--- src/hdl/ter_pkg.sv ---
// Shared types and constants for the triangle edge rasteriser.
// Request and result payloads, the setup bundle passed from ter_setup to ter_walker.
// No dependencies.
`default_nettype none

package ter_pkg;

  localparam int COORD_BITS = 12;
  localparam int DIFF_BITS  = COORD_BITS + 1;
  localparam int EDGE_BITS  = 2 * COORD_BITS + 3;

  localparam logic MODE_LOAD    = 1'b0;
  localparam logic MODE_ADVANCE = 1'b1;

  typedef logic signed [COORD_BITS-1:0] coord_t;
  typedef logic signed [DIFF_BITS-1:0]  diff_t;
  typedef logic signed [EDGE_BITS-1:0]  edge_t;

  typedef struct packed {
    logic   mode;
    coord_t ax;
    coord_t ay;
    coord_t bx;
    coord_t by_coord;
    coord_t cx;
    coord_t cy;
  } in_req_t;

  typedef struct packed {
    coord_t pixel_x;
    coord_t pixel_y;
    logic   covered;
    logic   last_pixel;
  } out_res_t;

  typedef struct packed {
    coord_t           xmin;
    coord_t           xmax;
    coord_t           ymin;
    coord_t           ymax;
    diff_t  [2:0]     dy;
    edge_t  [2:0]     rstep;
    edge_t  [2:0]     e0;
  } setup_t;

endpackage

`default_nettype wire

--- src/hdl/ter_walker.sv ---
// Traversal state: cursor, bounding box and incremental edge values.
// Consumes the ter_setup bundle on load; uses ter_pkg.
`default_nettype none

module ter_walker
  import ter_pkg::*;
(
  input  logic     clk,
  input  logic     rst_n,
  input  logic     step_en,
  input  logic     mode,
  input  setup_t   setup,
  output logic     res_valid,
  output out_res_t res
);

  logic   active_r, active_nxt;
  coord_t xmin_r, xmax_r, ymin_r;
  coord_t xmin_nxt, xmax_nxt, ymin_nxt;
  coord_t cur_x_r, cur_y_r, cur_x_nxt, cur_y_nxt;
  edge_t  edge_r  [3];
  edge_t  edge_nxt[3];
  edge_t  rstep_r [3];
  edge_t  rstep_nxt[3];
  diff_t  dy_r    [3];
  diff_t  dy_nxt  [3];

  logic is_load, is_step, row_end, last;

  assign is_load = step_en && (mode == MODE_LOAD);
  assign is_step = step_en && (mode == MODE_ADVANCE) && active_r;
  assign row_end = (cur_x_r >= xmax_r);
  assign last    = row_end && (cur_y_r <= ymin_r);

  assign res_valid      = is_step;
  assign res.pixel_x    = cur_x_r;
  assign res.pixel_y    = cur_y_r;
  assign res.covered    = (edge_r[0] > 0) && (edge_r[1] > 0) && (edge_r[2] > 0);
  assign res.last_pixel = last;

  // Per-edge update: load, step right by dy, or wrap to the next row.
  for (genvar g = 0; g < 3; g++) begin : g_lane
    always_comb begin
      edge_nxt[g]  = edge_r[g];
      rstep_nxt[g] = rstep_r[g];
      dy_nxt[g]    = dy_r[g];
      if (is_load) begin
        edge_nxt[g]  = $signed(setup.e0[g]);
        rstep_nxt[g] = $signed(setup.rstep[g]);
        dy_nxt[g]    = $signed(setup.dy[g]);
      end else if (is_step && !last) begin
        if (row_end) begin
          edge_nxt[g] = edge_r[g] + rstep_r[g];
        end else begin
          edge_nxt[g] = edge_r[g] + edge_t'(dy_r[g]);
        end
      end
    end
  end

  always_comb begin
    active_nxt = active_r;
    xmin_nxt   = xmin_r;
    xmax_nxt   = xmax_r;
    ymin_nxt   = ymin_r;
    cur_x_nxt  = cur_x_r;
    cur_y_nxt  = cur_y_r;
    if (is_load) begin
      active_nxt = 1'b1;
      xmin_nxt   = setup.xmin;
      xmax_nxt   = setup.xmax;
      ymin_nxt   = setup.ymin;
      cur_x_nxt  = setup.xmin;
      cur_y_nxt  = setup.ymax;
    end else if (is_step) begin
      if (last) begin
        active_nxt = 1'b0;
      end else if (row_end) begin
        cur_x_nxt = xmin_r;
        cur_y_nxt = cur_y_r - coord_t'(1);
      end else begin
        cur_x_nxt = cur_x_r + coord_t'(1);
      end
    end
  end

  always_ff @(posedge clk) begin
    if (!rst_n) begin
      active_r <= 1'b0;
    end else begin
      active_r <= active_nxt;
    end
  end

  always_ff @(posedge clk) begin
    xmin_r  <= xmin_nxt;
    xmax_r  <= xmax_nxt;
    ymin_r  <= ymin_nxt;
    cur_x_r <= cur_x_nxt;
    cur_y_r <= cur_y_nxt;
    edge_r  <= edge_nxt;
    rstep_r <= rstep_nxt;
    dy_r    <= dy_nxt;
  end

  a_load_arms: assert property (@(posedge clk) disable iff (!rst_n)
    is_load |=> active_r)
    else $error("load did not start a traversal");

  a_cursor_in_box: assert property (@(posedge clk) disable iff (!rst_n)
    active_r |-> (cur_x_r >= xmin_r) && (cur_x_r <= xmax_r) && (cur_y_r >= ymin_r))
    else $error("cursor left the bounding box");

  a_last_ends: assert property (@(posedge clk) disable iff (!rst_n)
    (res_valid && res.last_pixel) |=> !active_r)
    else $error("traversal continued after the final position");

endmodule

`default_nettype wire

--- config.mk ---
export PLATFORM = sky130hd
export DESIGN_NAME = ter_walker
export DESIGN_NICKNAME = d
export VERILOG_FILES = /design/src/hdl/ter_pkg.sv /design/src/hdl/ter_walker.sv
export SDC_FILE = /design/constraint.sdc
export NUM_CORES = 1
export LEC_CHECK = 0
export BUFFER_PORTS_ARGS = -buffer_cell sky130_fd_sc_hd__buf_2
export CORE_MARGIN = 8
export CORE_UTILIZATION = 35
export CTS_CLUSTER_SIZE = 24
export DETAILED_ROUTE_END_ITERATION = 10
export HOLD_SLACK_MARGIN = 0.15
export PLACE_DENSITY = 0.67
export SLEW_MARGIN = 10
export SYNTH_ARGS = -nofsm -noshare
export SYNTH_HDL_FRONTEND = slang
export SYNTH_SLANG_ARGS = --single-unit
--- constraint.sdc ---
create_clock -name clk -period 10.7 [get_ports clk]
set_clock_uncertainty 0.2 [all_clocks]
set_input_delay 2.14 -clock clk [delete_from_list [all_inputs] [get_ports clk]]
set_output_delay 2.14 -clock clk [all_outputs]
set_load 0.01 [all_outputs]
### Word level (Yosys, flattened, before mapping)

Cells that the tools add are included.

* register bits after elaboration: 262
* input bits: 253
* output and inout port bits: 27
* word-level logic and storage cells: 65

* add/sub/neg operators: 8
* $lt $le $gt $ge: 5
* equal/unequal tests: 1
* muxes and demuxes: 20
* bitwise logic cells: 1
* reduce and logical (&&, ||, !) cells: 15

Operators with widths (number)
* $mux W27: 9
* $mux W12: 8
* $add A27 B13 Y27: 3
* $add A27 B27 Y27: 3
* $gt A27 B1 Y1 const B: 3
* $add A12 B2 Y12 const B: 1
* $ge A12 B12 Y1: 1
* $le A12 B12 Y1: 1
* $sub A12 B2 Y12 const B: 1
* $reduce_bool A2 Y1: 4
* $logic_and A1 B1 Y1: 7
* $reduce_and A2 Y1: 2
* $mux W1: 3
* $reduce_and A3 Y1: 1
* $ne A2 B2 Y1 const B: 1
* $logic_not A1 Y1: 1
* $not A1 Y1: 1

### Logic depth before layout (Yosys ltp)

Gate-level depths: netlist of run 1.

* depth in word-level cells: 6
* mapped depth: 23
* depth with buffers taken out: 21

### Worst setup path before layout of run 1

OpenSTA, ideal clock, no wires.

* path kind: input port to flip-flop
* start point: in step_en
* end point: reg edge_r[0] (netlist name) (enable)
* setup time: 0.632 ns
* data arrival time: 7.880 ns
* required time: 9.868 ns
* slack: 1.988 ns
* stages on the path: 2
* path buffers: 0
* path through: nand2_1 -> o21ai_0

* longest elaborated chain between the ends: 4
* elaborated cells on any way between the ends: 5
* classes of those cells: reduce/logical: 5

RTL lines
* start, declared: RTL line ter_walker.sv:10 `input logic step_en,`
* $logic_and A1 B1 Y1 (2 in a row): RTL line ter_walker.sv:31 `assign is_step = step_en && (mode == MODE_ADVANCE) && active_r;`
* $logic_and A1 B1 Y1: RTL line ter_walker.sv:51 `end else if (is_step && !last) begin`
* $reduce_bool A2 Y1 (no line) *
* end signal, assigned: RTL line ter_walker.sv:101 `edge_r <= edge_nxt;`
* end, declared: RTL line ter_walker.sv:21 `edge_t edge_r [3];`

Every way passes the cells marked *; elsewhere a longest branch is shown, timed or not.
A chain may end at the register's enable or synchronous reset.

==> impl_metrics.ini, run 1 <==
[floorplan]
rows = 75
io_pins = 280
start_util_pct = 35.2
core-area_um2 = 41800
die_w_um = 221
die_area_um2 = 48800
die_h_um = 221

[min_path]
whs_path_depth = 2
hold_path.class = reg2reg
worstHoldStart = active_r
min_to = active_r

[finish]
multiInputGateArea_um2 = 6550
fin_cells = 2274
layout-drive-gt1-share_pct = 20.2
register_area_um2 = 7860
syn_to_final_growth_pct = 20.3
nets = 2059
nFillCells = 3997
final_area_um2 = 17700

[route]
num_vias = 11700
routed_wl_um = 42100
drc = 0
first_iter_violations = 1021
viasPerCell = 5.15
first_pass_iters = 7
wl_per_cell_um = 18.5
ant_nets = 0

[place]
io_buffers = 279
place_area_um2 = 16700
placedCellCount = 2205
hpwl_um = 31000
place.gp.congestion = 0.921

[worst_setup_path]
r2r_end = edge_r[24]
crit_buf_inv = 1
worstSetupStartpointType = register
slowest_stage = a221oi_1
slowest_delay_ns = 0.63
critPathKind = reg2reg
crit_chain = ha_1 > and4_1 > a221oi_1 > nand2_1 > xor2_1 > nand2_4 > buf_4 > nand2_1 > nand2_1 > ha_1 > fa_1 > a211oi_1 > or3_1 > a21oi_1 > o31a_1 > a221o_1 > a221o_1 > a21oi_2 > xor2_1 > o21ai_1
cp.required_ns = 10.81
endpoint_kind = register
cp.arrival_ns = 6.64
r2r_setup_slack_ns = 4.18
path_max_fanout = 60
rr_worst_depth = 20
critPathMostFrequentCell = nand2_1
r2r_start = cur_x_r[11]
cp_top_family = compound AO/OA/AOI/OAI gates

[clock_tree]
cts_tree = done
hold_buffers = 0
clockRootBuffer = clkbuf_16
numCtsBuffers = 31
cts_resized = 0
htreeDepth = 1
clkTransAtPathRegs_ns = 0.06
clock_path_buffers = 3
clock_sinks = 262
post-cts-setup-buffers = 0
clock_latency_ns = 0.59

[timing]
fin_crit_sh_pct = 61.0
setup_tns_ns = 0
setup_viol = 0
tightestPinTransition_ns = 0.852
period_needed_ns = 6.52
timing.hold.ws_ns = 0.403
relSlewSlack_pct = 43.2
final_max_slew_viol_count = 0
hold_viol_final = 0
fmax_mhz = 153
rsz0062_at_grt = no

[yosys]
synth.distinct_cells = 57
synth_flop_cell = edfxtp_1
yosys_warnings = 0
synthAdderAreaFrac_pct = 9.26
yosysTopAreaCell = edfxtp_1
synth_edf_count = 261
synth_most_common_cell = nand2_1
synth_fp_nets = 1783
yosys.area_share.simple_pct = 15.4
netlist_top_cells_count = nand2_1 (328), edfxtp_1 (261), a21oi_1 (113)
synthArstFlopShare_pct = 0
synth.area.top_cells = edfxtp_1 (53%), ha_1 (8.8%), nand2_1 (8.4%)
synth.area.mux_share_pct = 0.213
synth_xor_area_share_pct = 5.18
syn_inst = 1423
synth_top_area_share_pct = 53.3
ys_seq_elements = 262
synth_top_family_by_area = simple AND/OR/NAND/NOR gates
synth_area_um2 = 14700
ys_seq_area_share_pct = 53.4
synth-compound-area-share_pct = 14.3
syn_area_per_cell_um2 = 10.3

[power]
p_leak_nw = 7.47
total_power_mw = 4.91
power_density_nw_per_um2 = 278
vdd_ir_drop_max_mv = 0.150

[global_route]
grt_start_max_net_pins = 141
grt_use_total_pct = 16.5
antenna_found_initial = 13
grt_overflow = 0
grt_pass1_wl_um = 65100
grt_pass1_vias = 11800

[run_status]
status = finished, final reports clean

[flow_run]
max-cap-violations = 0
## worst register-to-register path, delay by kind of cell, from the launching register on
family | cells | cell delay, ns
AO/OA/AOI/OAI | 8 | 2.40
XOR/XNOR | 2 | 0.44
adder cells (fa/ha/maj) | 3 | 1.10
buffers and inverters | 1 | 0.48
flip-flops | 1 | 0.42
AND/OR/NAND/NOR | 6 | 1.19
## logic make-up after synthesis
| kind of cell | after synthesis |
|---|---|
| AO/OA/AOI/OAI | 347 |
| XOR/XNOR | 87 |
| adder cells (fa/ha/maj) | 107 |
| buffers and inverters | 87 |
| flip-flops | 262 |
| multiplexers | 3 |
| AND/OR/NAND/NOR | 530 |
## metal layers
layer	up-vias	global-route usage [%]	share of wire [%]
li1	5764	-	-
met1	5510	21.6	44
met2	354	26.8	47
met3	74	2.95	5.7
met4	2	6.59	3.0
met5	-	0	0.031
## report_power, final
part / internal, mW / switching [mW] / total (mW)
combinational: 0.993 / 1.36 / 2.36
sequential: 1.43 / 0.120 / 1.55
clock: 0.558 / 0.447 / 1.01
total: 2.98 / 1.93 / 4.91
## cells in the final DEF (no fill, tap or decap), drive strengths merged, types with 3 or more instances in the layout
| cell | n |
|---|---|
| nor2 | 82 |
| edfxtp | 261 |
| or3 | 3 |
| and2 | 4 |
| o211ai | 10 |
| a21oi | 114 |
| inv | 46 |
| a221oi | 4 |
| buf | 287 |
| o31ai | 9 |
| a211oi | 9 |
| a31o | 5 |
| a31oi | 12 |
| xor2 | 49 |
| clkbuf | 36 |
| and3 | 14 |
| diode | 12 |
| o21ai | 100 |
| a21o | 36 |
| nand3 | 26 |
| nor3 | 12 |
| nor2b | 6 |
| fa | 3 |
| nand4 | 13 |
| o31a | 3 |
| nor4 | 20 |
| xnor2 | 38 |
| o21bai | 10 |
| o21a | 16 |
| ha | 104 |
| a21boi | 3 |
| nand2b | 13 |
| clkinv | 13 |
| nand2 | 328 |
| clkinvlp | 4 |
| and4 | 3 |
## per-stage QoR
stage / setup slack (ns) / utilization [%]
2_1_floorplan: 1.99 / -
3_3_place_gp: 4.35 / 40.0
3_5_place_dp: 4.18 / 40.0
4_1_cts: 4.16 / 42.3
5_1_grt: 3.67 / 42.4
6_report: 4.18 / 42.4
## worst max path at each step
stage / slack [ns] / startpoint / to / cells after the start
6_report: 4.18 / cur_x_r[11] / edge_r[24] / 20
5_1_grt: 3.67 / cur_x_r[11] / edge_r[24] / 20
4_1_cts: 4.16 / cur_x_r[11] / edge_r[24] / 20
3_5_place_dp: 4.18 / cur_x_r[11] / edge_r[24] / 20
3_3_place_gp: 4.35 / cur_x_r[11] / edge_r[24] / 20
2_1_floorplan: 1.99 / step_en / edge_r[0] / 2
## state kept, by name, indices dropped and copies added (netlist names)
name and cells:
xmin_r 12, edge_r 81, dy_r 39, rstep_r 81, cur_x_r 12, active_r 1, ymin_r 12, cur_y_r 12
xmax_r 12
## area by class of cell
cell class,instances,share of cell area [%]
Inverter,43,0.955
Timing Repair Buffer,287,8.23
Clock inverter,21,0.905
Sequential cell,262,44.4
Multi-Input combinational cell,1074,37.0
Tap cell,539,3.81
Clock buffer,36,4.49
Antenna cell,12,0.170
Power figures use the tool's default switching activity.
==> run 2: changes to the inputs <==
--- a/config.mk
+++ b/config.mk
@@ -11,7 +11,7 @@
 export CTS_CLUSTER_SIZE = 24
 export DETAILED_ROUTE_END_ITERATION = 10
 export HOLD_SLACK_MARGIN = 0.15
-export PLACE_DENSITY = 0.67
+export PLACE_DENSITY = 0.69
 export SLEW_MARGIN = 10
 export SYNTH_ARGS = -nofsm -noshare
 export SYNTH_HDL_FRONTEND = slang
==> constraint.sdc (replaced) <==
create_clock -name clk -period 6 [get_ports clk]
set_clock_uncertainty 0.2 [all_clocks]
set_input_delay 1.2 -clock clk [delete_from_list [all_inputs] [get_ports clk]]
set_output_delay 1.2 -clock clk [all_outputs]
set_load 0.01 [all_outputs]
==> impl_metrics.ini, run 2 (synthesized netlist as in run 1, its figures left out) <==
[clock_tree]
clock_latency_ns = 0.57
htreeDepth = 1
numCtsBuffers = 29
clock_sinks = 262
clockRootBuffer = clkbuf_16
cts_tree = done
clock_path_buffers = 3
hold_buffers = 0
clkTransAtPathRegs_ns = 0.06

[route]
first_pass_iters = 6
routed_wl_um = 42700
wl_per_cell_um = 18.7
viasPerCell = 5.16
drc = 0
num_vias = 11800
ant_nets = 0
first_iter_violations = 841

[floorplan]
core-area_um2 = 41800
die_area_um2 = 48800
rows = 75
die_w_um = 221
io_pins = 280
start_util_pct = 35.2
die_h_um = 221

[power]
power_density_nw_per_um2 = 503
total_power_mw = 8.99
vdd_ir_drop_max_mv = 0.248
p_leak_nw = 7.59

[place]
place.gp.congestion = 0.870
io_buffers = 279
hpwl_um = 31800

[min_path]
whs_path_depth = 2
worstHoldStart = active_r
hold_path.class = reg2reg
min_to = active_r

[timing]
setup_tns_ns = 0
setup_viol = 0
final_max_slew_viol_count = 0
fin_crit_sh_pct = 95.5
hold_viol_final = 0
relSlewSlack_pct = 36.0
fmax_mhz = 174
tightestPinTransition_ns = 0.960
rsz0062_at_grt = no
period_needed_ns = 5.73

[finish]
layout-drive-gt1-share_pct = 21.1
reg_top3 = edge_r x81, rstep_r x81, dy_r x39
layout_commonest_cell = nand2_1
final_cell_mix = nand2_1 (327), buf_2 (279), edfxtp_1 (261), a21oi_1 (113), ha_1 (104)
nFillCells = 4005
syn_to_final_growth_pct = 21.6
nets = 2070

[global_route]
antenna_found_initial = 7
grt_use_total_pct = 16.5
grt_pass1_vias = 12200
grt_start_max_net_pins = 156
grt_pass1_wl_um = 65600
grt_overflow = 0

[worst_setup_path]
path_max_fanout = 16
r2r_end = edge_r[80]
worstSetupStartpointType = register
critPathKind = reg2reg
endpoint_kind = register
cp.arrival_ns = 5.82
r2r_setup_slack_ns = 0.27
cp.required_ns = 6.08
rr_worst_depth = 21
r2r_start = cur_x_r[5]

[run_status]
status = finished, final reports clean

[flow_run]
max-cap-violations = 0
run 2: changes by cell type in the layout (fill, tap and decap cells not counted), sizes merged:
cell    before  now
buf        287  299
clkbuf      36   29
bufinv       1    7
diode       12    6
inv         46   43
nand2      328  329
run 2: worst max-delay path, stage by stage, from the launching register on:
cell and delay, ns:
edfxtp_1 0.47, ha_1 0.35, a21oi_1 0.16, o21ai_0 0.10, a221oi_1 0.38, nand2_1 0.21, xor2_4 0.24, and2_4 0.25
buf_4 0.21, nand2_1 0.07, nand2_1 0.05, ha_1 0.22, fa_1 0.46, a211oi_1 0.37, o211ai_1 0.19, nand3_1 0.14
a31oi_1 0.16, o2111ai_1 0.36, nand4b_1 0.14, a21oi_1 0.44, xnor2_1 0.17, a21oi_1 0.08
run 2: worst max-delay path by stage:
stage	cells past startpoint	to	startpoint
after detailed placement	21	edge_r[80]	cur_x_r[7]
after floorplan	21	edge_r[24]	cur_x_r[7]
after global routing	21	edge_r[80]	cur_x_r[7]
after global placement	21	edge_r[80]	cur_x_r[7]
final	21	edge_r[80]	cur_x_r[5]
after CTS	21	edge_r[80]	cur_x_r[7]
run 2: timing repair:
item	in CTS	in global routing
setup buffers	0	1
endpoints found under the setup margin	0	6
resized for setup	0	4
run 2: cell type report:
type                            count  area (um2)  area share, %
Clock buffer                       29         726           4.06
Clock inverter                     24         308           1.72
Multi-Input combinational cell   1075        6580           36.8
Inverter                           43         169          0.944
Sequential cell                   262        7860           43.9
Timing Repair Buffer              299        1560           8.72
Antenna cell                        6        15.0         0.0839
Tap cell                          539         674           3.77
run 2: per-stage QoR:
stage | setup slack [ns] | cells | hold slack (ns) | util [%] | instance area, um2
2_1_floorplan | 0.524 | 1423 | 0.334 | - | 14700
3_3_place_gp | 0.318 | 2216 | 0.357 | 40.2 | 16800
3_5_place_dp | 0.329 | 2216 | 0.365 | 40.2 | 16800
4_1_cts | 0.314 | 2269 | 0.378 | 42.7 | 17800
5_1_grt | 0.00607 | 2276 | 0.430 | 42.8 | 17900
6_report | 0.268 | 2277 | 0.371 | 42.8 | 17900
run 2: power breakdown:
part	switching [mW]	internal [mW]	total [mW]
clock network	0.775	1.18	1.96
registers	0.210	2.55	2.76
logic	2.46	1.82	4.28
total	3.45	5.55	8.99
run 2: metal layers:
metal	up-vias	global-route usage, %	share of wire, %
met2	332	27.5	47
met5	-	0	0.028
met3	62	3.20	5.6
met1	5590	21.5	45
li1	5767	-	-
met4	2	4.99	2.5
==> run 3: changes to the inputs <==
--- a/config.mk
+++ b/config.mk
@@ -6,12 +6,14 @@
 export NUM_CORES = 1
 export LEC_CHECK = 0
 export BUFFER_PORTS_ARGS = -buffer_cell sky130_fd_sc_hd__buf_2
+export CELL_PAD_IN_SITES_DETAIL_PLACEMENT = 0
+export CELL_PAD_IN_SITES_GLOBAL_PLACEMENT = 1
 export CORE_MARGIN = 8
 export CORE_UTILIZATION = 35
 export CTS_CLUSTER_SIZE = 24
 export DETAILED_ROUTE_END_ITERATION = 10
 export HOLD_SLACK_MARGIN = 0.15
-export PLACE_DENSITY = 0.69
+export PLACE_DENSITY = 0.82
 export SLEW_MARGIN = 10
 export SYNTH_ARGS = -nofsm -noshare
 export SYNTH_HDL_FRONTEND = slang
==> impl_metrics.ini, run 3 (synthesized netlist as in run 1, its figures left out) <==
[worst_setup_path]
slowest_stage = edfxtp_1
r2r_start = cur_x_r[7]
critPathKind = reg2reg
startpoint = cur_x_r[7]
cp.arrival_ns = 5.61
slowest_delay_ns = 0.48
cp.required_ns = 6.06
critPathMostFrequentCell = nand2_1
rr_worst_depth = 21
endpoint_kind = register
crit_chain = ha_1 > a21oi_1 > o21ai_0 > a221oi_1 > nand2_1 > xor2_1 > nand2_4 > buf_4 > nand2_1 > nand2_1 > ha_1 > fa_1 > a211oi_1 > o211ai_1 > nand3_1 > a31oi_1 > o2111ai_1 > a21boi_0 > o31ai_1 > xor2_1 > o21ai_0
path_max_fanout = 16
worstSetupStartpointType = register

[place]
place_ws_ns = 0.364
hpwl_um = 32600
place.gp.congestion = 0.895
io_buffers = 279

[route]
viasPerCell = 5.14
first_iter_violations = 745
drc = 0
wl_per_cell_um = 19.0
ant_nets = 0
num_vias = 11800
routed_wl_um = 43400
first_pass_iters = 7

[floorplan]
io_pins = 280
rows = 75
die_h_um = 221
start_util_pct = 35.2
die_area_um2 = 48800
die_w_um = 221
core-area_um2 = 41800

[run_status]
status = finished, final reports clean

[timing]
final_max_slew_viol_count = 0
rsz0062_at_grt = no
setup_viol = 0
tightestPinTransition_ns = 1.09
fin_crit_sh_pct = 92.7
setup_tns_ns = 0
hold_viol_final = 0
fin_ws_ns = 0.440
fmax_mhz = 180
period_needed_ns = 5.56
relSlewSlack_pct = 26.8

[power]
vdd_ir_drop_max_mv = 0.261
total_power_mw = 9.05
p_leak_nw = 7.61
power_density_nw_per_um2 = 505

[clock_tree]
clkTransAtPathRegs_ns = 0.06
clock_sinks = 262
cts_tree = done
post-cts-setup-buffers = 0
clockRootBuffer = clkbuf_16
htreeDepth = 2
clock_latency_ns = 0.54
clock_path_buffers = 3
numCtsBuffers = 34

[global_route]
grt_overflow = 0
grt_pass1_vias = 12100
grt_start_max_net_pins = 159
grt_use_total_pct = 17.2
antenna_found_initial = 17
grt_pass1_wl_um = 67000

[min_path]
worstHoldStart = active_r
whs_path_depth = 2
hold_path.class = reg2reg

[finish]
layout_commonest_cell = nand2_1
syn_to_final_growth_pct = 22.0
nFillCells = 4063
final_util_pct = 43.0
nets = 2072
layout-drive-gt1-share_pct = 20.8
reg_top3 = edge_r x81, rstep_r x81, dy_r x39
final_cell_mix = nand2_1 (327), buf_2 (279), edfxtp_1 (261), a21oi_1 (112), ha_1 (104)

[flow_run]
max-cap-violations = 0
## run 3: cell count changes in the layout (fill, tap and decap cells not counted), moves of 4 or more
cell and change:
clkbuf_16 +8, buf_4 -4, diode_2 +4, bufinv_16 -5, clkbuf_1 +5
## run 3: area by class of cell
type                            instances  area, um2  share of cell area, %
Tap cell                              539        674                   3.76
Multi-Input combinational cell       1074       6550                   36.5
Clock buffer                           42        945                   5.27
Inverter                               43        169                  0.942
Clock inverter                         19        146                  0.816
Antenna cell                           10       25.0                  0.139
Sequential cell                       262       7860                   43.8
Timing Repair Buffer                  297       1570                   8.75
## run 3: stage by stage
step | instances | hold WS, ns | instance area [um2]
after floorplan | 1423 | 0.334 | 14700
after global placement | 2215 | 0.372 | 16800
after detailed placement | 2215 | 0.378 | 16800
after CTS | 2276 | 0.386 | 17900
after global routing | 2284 | 0.437 | 17900
final | 2286 | 0.398 | 17900
## run 3: final timing paths
path | endpoint | slack [ns]
min reg2reg | active_r | 0.40
max | edge_r[78] | 0.44
max reg2reg | edge_r[78] | 0.44
min | active_r | 0.40
## run 3: timing repair
action | 4_1_cts | 5_1_grt
hold buffers | 0 | 0
setup endpoints to repair | 0 | 3
gates resized for setup | 0 | 2
## run 3: routing by layer
layer	wire length [um]	GRT usage, %
met3	2530	4.05
met1	19100	21.5
met2	20700	28.7
met4	1100	5.98
met5	61	0
## run 3: critical path, delay by kind of cell (launching register included)
family	cells	cell delay [ns]
simple gates	5	0.60
compound gates	10	2.20
flops	1	0.48
xor+xnor	2	0.47
buf+inv	1	0.25
fa+ha+maj	3	1.05
## run 3: power by group
part	internal, mW	total, mW	switching (mW)
sequential	2.55	2.76	0.208
clock	1.20	2.01	0.808
combinational	1.82	4.28	2.47
total	5.57	9.05	3.49
